**config.mk**
```make
export PLATFORM = sky130hd
export DESIGN_NAME = bit_quad_euler_number_core
export DESIGN_NICKNAME = d
export VERILOG_FILES = /design/src/hw/rtl/bqe_pkg.sv /design/src/hw/rtl/bit_quad_euler_number_core.sv
export SDC_FILE = /design/constraint.sdc
export NUM_CORES = 1
export LEC_CHECK = 0
export BUFFER_PORTS_ARGS = -buffer_cell sky130_fd_sc_hd__buf_2
export CAP_MARGIN = 10
export CORE_ASPECT_RATIO = 2
export CORE_MARGIN = 8
export CORE_UTILIZATION = 55
export DETAILED_ROUTE_END_ITERATION = 16
export HOLD_SLACK_MARGIN = 0.02
export PLACE_DENSITY = 0.75
export SLEW_MARGIN = 20
export SYNTH_ARGS = -nofsm -noshare
export SYNTH_HDL_FRONTEND = slang
export SYNTH_SLANG_ARGS = --single-unit
```
**constraint.sdc**
```tcl
create_clock -name clk_i -period 5.62 [get_ports clk_i]
set_input_delay 0 -clock clk_i [delete_from_list [all_inputs] [get_ports clk_i]]
set_output_delay 0 -clock clk_i [all_outputs]
set_load 0.03 [all_outputs]
```
**src/hw/rtl/bqe_pkg.sv**
```systemverilog
// shared types, constants and window classification for the bit-quad euler core
package bqe_pkg;

  // field and port widths fixed by the interface
  localparam int CELL_W     = 2;
  localparam int SIZE_W     = 6;
  localparam int EULER_W    = 12;
  localparam int CNT_W      = 10;
  localparam int ADDR_W     = 3;
  localparam int APB_DATA_W = 32;
  localparam int S_TDATA_W  = 8;
  localparam int M_TDATA_W  = 24;

  // board size after reset
  localparam logic [SIZE_W-1:0] SIZE_RESET = 6'd19;

  // register word index of the board size register
  localparam logic REG_BOARD_SIZE = 1'b0;

  // cell codes
  localparam logic [CELL_W-1:0] CELL_EMPTY = 2'd0;
  localparam logic [CELL_W-1:0] CELL_BLACK = 2'd1;
  localparam logic [CELL_W-1:0] CELL_WHITE = 2'd2;

  // window kind hits for one colour
  typedef struct packed {
    logic single;
    logic triple;
    logic diag;
  } quad_hit_t;

  // control flags carried with a cell into the classify stage
  typedef struct packed {
    logic win_en;
    logic row_ge1;
    logic last_col;
    logic last_board;
  } cell_flags_t;

  // classify a 2x2 window (upper-left, upper, left, current) for one colour
  function automatic quad_hit_t classify(input logic [CELL_W-1:0] ul,
                                         input logic [CELL_W-1:0] up,
                                         input logic [CELL_W-1:0] lf,
                                         input logic [CELL_W-1:0] cur,
                                         input logic [CELL_W-1:0] col);
    logic [3:0] mine;
    logic [3:0] empty;
    quad_hit_t  hit;
    mine  = {cur == col, lf == col, up == col, ul == col};
    empty = {cur == CELL_EMPTY, lf == CELL_EMPTY, up == CELL_EMPTY, ul == CELL_EMPTY};
    hit   = '0;
    // any other stone or an unused code spoils the window
    if ((mine | empty) == 4'hF) begin
      case (mine)
        4'h1, 4'h2, 4'h4, 4'h8: hit.single = 1'b1;
        4'h7, 4'hB, 4'hD, 4'hE: hit.triple = 1'b1;
        4'h6, 4'h9:             hit.diag   = 1'b1;
        default:                hit        = '0;
      endcase
    end
    return hit;
  endfunction

endpackage

```
**src/hw/rtl/bit_quad_euler_number_core.sv**
```systemverilog
// top level: streamed bit-quad euler number of a go board, per colour
//
// Cells enter in row-major order, one per transaction, and the core takes one cell every
// clock cycle unless input is stalled as below. Each cell reads and rewrites its column of
// a one-row line buffer in the accepting cycle; the registered read feeds a classify stage
// that updates six window counters, and on the last cell of the board the black and white
// Euler numbers (times four, 12-bit two's complement) land in an output register as that
// cell leaves the classify stage. The counters then clear for the next board. The output
// register lets the next board stream in while a result waits; only the last cell of a
// further board stalls input until that result is taken. board_size (APB offset 0) is
// clamped to 2..MAX_SIZE; the user writes it only between cells, not enforced by the core.
module bit_quad_euler_number_core #(
  parameter int MAX_SIZE = 32
) (
  input  logic                               clk_i,
  input  logic                               rst_ni,
  // input stream
  input  logic                               s_axis_tvalid,
  output logic                               s_axis_tready,
  input  logic [bqe_pkg::S_TDATA_W-1:0]      s_axis_tdata,   // [1:0] cell_req
  // result stream
  output logic                               m_axis_tvalid,
  input  logic                               m_axis_tready,
  output logic [bqe_pkg::M_TDATA_W-1:0]      m_axis_tdata,   // [11:0] euler_black_x4,
                                                             // [23:12] euler_white_x4
  // register port
  input  logic                               psel,
  input  logic                               penable,
  input  logic                               pwrite,
  input  logic [bqe_pkg::ADDR_W-1:0]         paddr,
  input  logic [bqe_pkg::APB_DATA_W-1:0]     pwdata,
  output logic [bqe_pkg::APB_DATA_W-1:0]     prdata,
  output logic                               pready
);
  import bqe_pkg::*;

  localparam int POS_W = (MAX_SIZE > 2) ? $clog2(MAX_SIZE) : 1;
  localparam int EXT_W = (CNT_W + 2 > EULER_W) ? CNT_W + 2 : EULER_W;
  localparam logic [SIZE_W:0] MAX_EXT = (SIZE_W + 1)'(MAX_SIZE);

  // configuration
  logic [SIZE_W-1:0] size_q;
  logic              cfg_wr;
  logic [SIZE_W:0]   size_ext;
  logic [SIZE_W:0]   last_ext;
  logic [POS_W-1:0]  last_idx;

  // raster position
  logic [POS_W-1:0]  col_q, row_q;
  logic              in_acc;
  logic              last_col, last_row;
  logic [CELL_W-1:0] cell_in;

  // line buffer
  logic [CELL_W-1:0] line_mem [MAX_SIZE];
  logic [CELL_W-1:0] upper_q;

  // classify stage
  logic              s1_v_q;
  logic [CELL_W-1:0] cur_q;
  cell_flags_t       s1_q;
  cell_flags_t       flags_d;
  logic              s1_adv;
  logic [CELL_W-1:0] upper_eff;
  logic [CELL_W-1:0] left_q, ul_q;
  quad_hit_t         hit_b, hit_w;

  // counters
  logic [CNT_W-1:0]  bs_q, bt_q, bd_q, ws_q, wt_q, wd_q;
  logic [CNT_W-1:0]  bs_d, bt_d, bd_d, ws_d, wt_d, wd_d;
  logic [EXT_W-1:0]  eul_b, eul_w;

  // output register
  logic               out_v_q;
  logic [EULER_W-1:0] out_b_q, out_w_q;

  // register port
  assign pready = 1'b1;
  assign cfg_wr = psel && penable && pwrite && (paddr[2] == REG_BOARD_SIZE);
  assign prdata = (paddr[2] == REG_BOARD_SIZE) ? APB_DATA_W'(size_q) : '0;

  always_ff @(posedge clk_i or negedge rst_ni) begin
    if (!rst_ni) begin
      size_q <= SIZE_RESET;
    end else if (cfg_wr) begin
      size_q <= pwdata[SIZE_W-1:0];
    end
  end

  // last index of the clamped board size
  always_comb begin
    size_ext = {1'b0, size_q};
    if (size_ext < (SIZE_W + 1)'(2)) begin
      last_ext = (SIZE_W + 1)'(1);
    end else if (size_ext > MAX_EXT) begin
      last_ext = MAX_EXT - (SIZE_W + 1)'(1);
    end else begin
      last_ext = size_ext - (SIZE_W + 1)'(1);
    end
    last_idx = last_ext[POS_W-1:0];
  end

  // input handshake and position
  assign s1_adv        = s1_v_q && (!s1_q.last_board || !out_v_q || m_axis_tready);
  assign s_axis_tready = !s1_v_q || s1_adv;
  assign in_acc        = s_axis_tvalid && s_axis_tready;
  assign cell_in       = s_axis_tdata[CELL_W-1:0];
  assign last_col      = col_q >= last_idx;
  assign last_row      = row_q >= last_idx;

  always_comb begin
    flags_d.win_en     = (row_q != '0) && (col_q != '0);
    flags_d.row_ge1    = row_q != '0;
    flags_d.last_col   = last_col;
    flags_d.last_board = last_col && last_row;
  end

  always_ff @(posedge clk_i or negedge rst_ni) begin
    if (!rst_ni) begin
      col_q <= '0;
      row_q <= '0;
    end else if (in_acc) begin
      if (last_col) begin
        col_q <= '0;
        row_q <= last_row ? '0 : row_q + POS_W'(1);
      end else begin
        col_q <= col_q + POS_W'(1);
      end
    end
  end

  // line buffer, old entry read out as the new cell goes in
  always_ff @(posedge clk_i) begin
    if (in_acc) begin
      upper_q        <= line_mem[col_q];
      line_mem[col_q] <= cell_in;
    end
  end

  // classify stage registers
  always_ff @(posedge clk_i or negedge rst_ni) begin
    if (!rst_ni) begin
      s1_v_q <= 1'b0;
      s1_q   <= '0;
    end else if (s_axis_tready) begin
      s1_v_q <= in_acc;
      s1_q   <= flags_d;
    end
  end

  always_ff @(posedge clk_i) begin
    if (in_acc) begin
      cur_q <= cell_in;
    end
  end

  // window classification
  assign upper_eff = s1_q.row_ge1 ? upper_q : CELL_EMPTY;
  assign hit_b     = classify(ul_q, upper_eff, left_q, cur_q, CELL_BLACK);
  assign hit_w     = classify(ul_q, upper_eff, left_q, cur_q, CELL_WHITE);

  // window registers, cleared at each row end
  always_ff @(posedge clk_i or negedge rst_ni) begin
    if (!rst_ni) begin
      left_q <= CELL_EMPTY;
      ul_q   <= CELL_EMPTY;
    end else if (s1_adv) begin
      left_q <= s1_q.last_col ? CELL_EMPTY : cur_q;
      ul_q   <= s1_q.last_col ? CELL_EMPTY : upper_eff;
    end
  end

  // counter increments for this window
  always_comb begin
    bs_d = bs_q + CNT_W'(s1_q.win_en && hit_b.single);
    bt_d = bt_q + CNT_W'(s1_q.win_en && hit_b.triple);
    bd_d = bd_q + CNT_W'(s1_q.win_en && hit_b.diag);
    ws_d = ws_q + CNT_W'(s1_q.win_en && hit_w.single);
    wt_d = wt_q + CNT_W'(s1_q.win_en && hit_w.triple);
    wd_d = wd_q + CNT_W'(s1_q.win_en && hit_w.diag);
  end

  // euler number times four: single - triple + 2 * diagonal
  assign eul_b = EXT_W'(bs_d) - EXT_W'(bt_d) + (EXT_W'(bd_d) << 1);
  assign eul_w = EXT_W'(ws_d) - EXT_W'(wt_d) + (EXT_W'(wd_d) << 1);

  always_ff @(posedge clk_i or negedge rst_ni) begin
    if (!rst_ni) begin
      bs_q <= '0;
      bt_q <= '0;
      bd_q <= '0;
      ws_q <= '0;
      wt_q <= '0;
      wd_q <= '0;
    end else if (s1_adv) begin
      if (s1_q.last_board) begin
        bs_q <= '0;
        bt_q <= '0;
        bd_q <= '0;
        ws_q <= '0;
        wt_q <= '0;
        wd_q <= '0;
      end else begin
        bs_q <= bs_d;
        bt_q <= bt_d;
        bd_q <= bd_d;
        ws_q <= ws_d;
        wt_q <= wt_d;
        wd_q <= wd_d;
      end
    end
  end

  // output register
  always_ff @(posedge clk_i or negedge rst_ni) begin
    if (!rst_ni) begin
      out_v_q <= 1'b0;
    end else if (s1_adv && s1_q.last_board) begin
      out_v_q <= 1'b1;
    end else if (m_axis_tready) begin
      out_v_q <= 1'b0;
    end
  end

  always_ff @(posedge clk_i) begin
    if (s1_adv && s1_q.last_board) begin
      out_b_q <= eul_b[EULER_W-1:0];
      out_w_q <= eul_w[EULER_W-1:0];
    end
  end

  assign m_axis_tvalid = out_v_q;
  assign m_axis_tdata  = {out_w_q, out_b_q};

endmodule

```
==> impl_results.rst <==
.. list-table::
   :header-rows: 1

   * - Metric
     - Value
   * - Status
     - completed
   * - Most numerous cell types in the synthesized netlist
     - sky130_fd_sc_hd__nand2_1, sky130_fd_sc_hd__edfxtp_1, sky130_fd_sc_hd__nor2_1
   * - Detailed-router iteration count before antenna repair
     - 5
   * - Overflow after GRT
     - 0
   * - Number of setup violations in the final report
     - 0
   * - Number of inserted diodes
     - 0
   * - Number of port buffers
     - 47
   * - Global-route wire length before repair
     - ~35 mm
   * - Data arrival time of the worst path
     - ~5400 ps
   * - Setup TNS after final layout
     - 0 ps
   * - Main flop type after synthesis
     - sky130_fd_sc_hd__edfxtp_1
   * - Die Wd
     - roughly 110 µm
   * - Worst path slowest cell
     - sky130_fd_sc_hd__o41ai_1
   * - Clock-pin slew of the registers on the worst-case setup and hold paths
     - approximately 70 ps
   * - TritonCTS clock tree
     - yes
   * - Cell count after synthesis
     - 973
   * - Number of flops mapped to enable cells by yosys
     - 92
   * - Count of routing violations after the opening detailed-route iteration
     - about 400
   * - Final GP Congestion
     - around 0.83
   * - # Post-CTS Setup Buffers
     - 0
   * - Unrepaired setup endpoints after global routing
     - false
   * - GR Util met2
     - between 30% and 40%
   * - Top Usage Layer GRT
     - met2
   * - Cell repeated most along the worst path
     - sky130_fd_sc_hd__ha_1
   * - Max-cap check violation count
     - 0
   * - Library cell with the highest instance count after synthesis
     - sky130_fd_sc_hd__nand2_1
   * - Die Footprint
     - between 0.02 and 0.025 mm²
   * - DRT Wirelength
     - 20.51 mm
   * - Cell Chain, Critical Path
     - nand2b_1 > xnor2_1 > mux2_2 > a22oi_1 > nor2_1 > ha_1 > ha_1 > xnor2_2 > ha_1 > a21oi_1 > o21ai_0 > maj3_1 > a21oi_1 > nor3b_1 > a211oi_1 > xnor2_1 > ha_1 > o41ai_1 > o21ai_0 > xor2_1
   * - Leakage power total
     - around 5 nW
   * - Half-perimeter wire length after placement
     - ~14 mm
   * - Final period demand of the worst path
     - between 5000 and 6000 ps
   * - Proportion of layout cells with a drive suffix above 1
     - between 10% and 20%
   * - Sinks on the clock net
     - 178
   * - Layout Cells excl Fill
     - between 1,000 and 1,500
   * - Worst relative slew slack
     - 48.62%
   * - Required time of the critical path
     - between 5000 and 6000 ps
   * - Async set-or-reset flop fraction in the synthesized netlist
     - 48.31%
   * - Layout Nets
     - between 1,000 and 1,500
   * - Worst Tran Pin Value
     - just under 800 ps
   * - Worst setup slack for register-to-register paths
     - 440 ps
   * - Biggest area contributors in the synthesized netlist
     - sky130_fd_sc_hd__edfxtp_1, sky130_fd_sc_hd__dfrtp_1, sky130_fd_sc_hd__ha_1
   * - DIE HEIGHT
     - 209.5 µm
   * - Number of antenna violations at the first check in global routing
     - 0
   * - Class of the worst hold path
     - in2async
   * - Unique masters post-synth
     - 60
   * - Top Ports
     - approximately 110
   * - Placed instance area
     - roughly 0.011 mm²
   * - Worst-case clock buffer depth
     - 2
   * - Clock skew
     - approximately 12 ps
   * - Total Routing Usage GR
     - 18.04%
   * - Critical path endpoint category
     - flop
   * - Startpoint type of the worst setup path
     - flop
   * - Synthesized area per cell
     - about 11 µm²
   * - Type of the setup path with the least slack
     - reg2reg
   * - Area of all placed cells without fillers
     - 0.01134 mm²
   * - Power density normalized to cell area
     - 445.7 mW/mm²
   * - H-tree depth reported by CTS
     - 4
   * - Hold Vio Cnt, Final
     - 0
   * - Number of clock buffers inserted by TritonCTS
     - 17
   * - Synthesized area
     - 0.01030 mm²
   * - Met3 layer usage reported by global route
     - between 3 and 4%
   * - Yosys top cell by area
     - sky130_fd_sc_hd__edfxtp_1
   * - Via total after detailed routing
     - between 7,000 and 8,000
   * - Via count of the first global-routing pass
     - approximately 7,500
   * - Peak Freq
     - between 150 and 200 MHz
   * - Yosys top cell area share
     - about 27%
   * - Number of synthesized register bits
     - ~180
   * - Number of placed instances with taps included
     - 1,219
   * - Max-slew violation total from the final report
     - 0
   * - Antenna violation net count after detailed routing
     - 0
   * - Pin count of the biggest net entering global routing
     - 61
   * - Critical Path Max Stage Delay
     - about 530 ps
   * - Area of the placeable core
     - 0.01857 mm²
   * - Root buf cell
     - sky130_fd_sc_hd__clkbuf_16
   * - Vias per cell
     - ~5.8
   * - Area delta synth->final
     - 10.18%
   * - Routed WL per cell
     - between 15 and 20 µm
   * - Initial Util
     - between 50% and 60%
   * - Residual DRC
     - 0
   * - Fraction of the yosys area taken by sequential cells
     - a little under half
   * - Count of yosys warnings during synthesis
     - 0
   * - Crit-path max FO
     - 5
   * - Final Power
     - 5.056 mW
   * - Number of rows in the core area
     - 71
   * - Clock latency on the worst-skew pair
     - about 440 ps
   * - Post-route clock period utilization
     - ~92%
   * - M1 GR Usage
     - slightly above 20%
   * - IR drop worst, VDD
     - 262.1 µV
kinds of logic (layout without fill, tap and decap cells):
group	count (synthesis)	after routing	synth area share (%)
AO/OA/AOI/OAI	182	182	11.08
XOR/XNOR	88	88	7.814
adder cells (fa/ha/maj)	74	74	9.260
buffers and inverters	101	144	4.678
flip-flops	178	178	47.77
multiplexers	26	26	4.812
other	2	27	0.07294
AND/OR/NAND/NOR	322	322	14.51
stage by stage:
| stage | utilization [%] | setup WS (ps) | hold WS [ps] |
|---|---|---|---|
| after floorplan | - | 1002 | -295.6 |
| after global placement | 57.46 | 576.3 | -51.95 |
| after detailed placement | 57.46 | 398.6 | -49.12 |
| after CTS | 61.09 | 368.3 | 24.41 |
| after global routing | 61.10 | 47.73 | 41.86 |
| final | 61.10 | 440.9 | 28.32 |
final timing paths:
path	startpoint	to	cells after the start
setup reg to reg	cur_q[0]$_DFFE_PP_	out_w_q[11]$_DFFE_PP_	20
hold reg to reg	bt_q[0]$_DFFE_PN0P_	bt_q[0]$_DFFE_PN0P_	2
max in group asynchronous	rst_ni	col_q[3]$_DFFE_PN0P_	3
hold / removal	rst_ni	bd_q[8]$_DFFE_PN0P_	2
min in group clk_i	s_axis_tdata[1]	line_mem[19][1]$_DFFE_PP_	1
setup / recovery	cur_q[0]$_DFFE_PP_	out_w_q[11]$_DFFE_PP_	20
critical path: cells and delay by family, from the launching register on:
family	cells	cell delay (ps)
adder cells (fa/ha/maj)	5	1340
AND/OR/NAND/NOR	3	410
flip-flops	1	450
XOR/XNOR	4	680
multiplexers	1	260
AO/OA/AOI/OAI	7	1770
repair_timing:
item | 4_1_cts | 5_1_grt
hold buffers | 9 | 0
gates resized for setup | 0 | 1
hold endpoints to repair | 34 | 0
setup endpoints to repair | 0 | 1
power by group:
group | switching (mW) | internal, mW | total [mW]
clock | 0.573 | 0.594 | 1.17
sequential | 0.158 | 1.62 | 1.78
combinational | 1.19 | 0.916 | 2.11
layout by cell type (no fill, tap or decap), types with 14 or more instances in the layout:
cell / n
sky130_fd_sc_hd__dfrtp_1: 83
sky130_fd_sc_hd__xnor2_1: 47
sky130_fd_sc_hd__nand3_1: 45
sky130_fd_sc_hd__a21oi_1: 34
sky130_fd_sc_hd__ha_1: 69
sky130_fd_sc_hd__a22o_1: 17
sky130_fd_sc_hd__o31ai_1: 16
sky130_fd_sc_hd__nor2_1: 86
sky130_fd_sc_hd__o21ai_0: 70
sky130_fd_sc_hd__buf_2: 46
sky130_fd_sc_hd__nor2b_1: 14
sky130_fd_sc_hd__clkbuf_16: 17
sky130_fd_sc_hd__a21o_1: 14
sky130_fd_sc_hd__xor2_1: 38
sky130_fd_sc_hd__mux4_2: 18
sky130_fd_sc_hd__edfxtp_1: 92
sky130_fd_sc_hd__inv_1: 47
sky130_fd_sc_hd__conb_1: 27
sky130_fd_sc_hd__nand2_1: 102
registers in the layout, indices dropped and copies added, names as in the netlist:
signal / flops
size_q: 6
bt_q: 10
bs_q: 10
ul_q: 2
out_w_q: 12
upper_q: 2
s1_q: 4
left_q: 2
line_mem: 64
ws_q: 10
row_q: 5
s1_v_q: 1
m_axis_tvalid: 1
cur_q: 2
col_q: 5
out_b_q: 12
bd_q: 10
wd_q: 10
wt_q: 10
per-layer routing:
layer	part of all wire, %	vias up	wire (µm)
met5	0	-	0
met4	2.0	0	402
met3	3.9	33	796
met2	54	175	11020
met1	40	3605	8293
li1	-	3529	-
cell type report:
| class | instances | area, µm² |
|---|---|---|
| Fill cell | 1489 | 7222 |
| Clock inverter | 15 | 158.9 |
| Timing Repair Buffer | 64 | 387.9 |
| Sequential cell | 178 | 4918 |
| Clock buffer | 17 | 425.4 |
| Tap cell | 219 | 274.0 |
| Inverter | 48 | 180.2 |
| Multi-Input combinational cell | 719 | 5000 |
(Power assumes the default switching activity.)
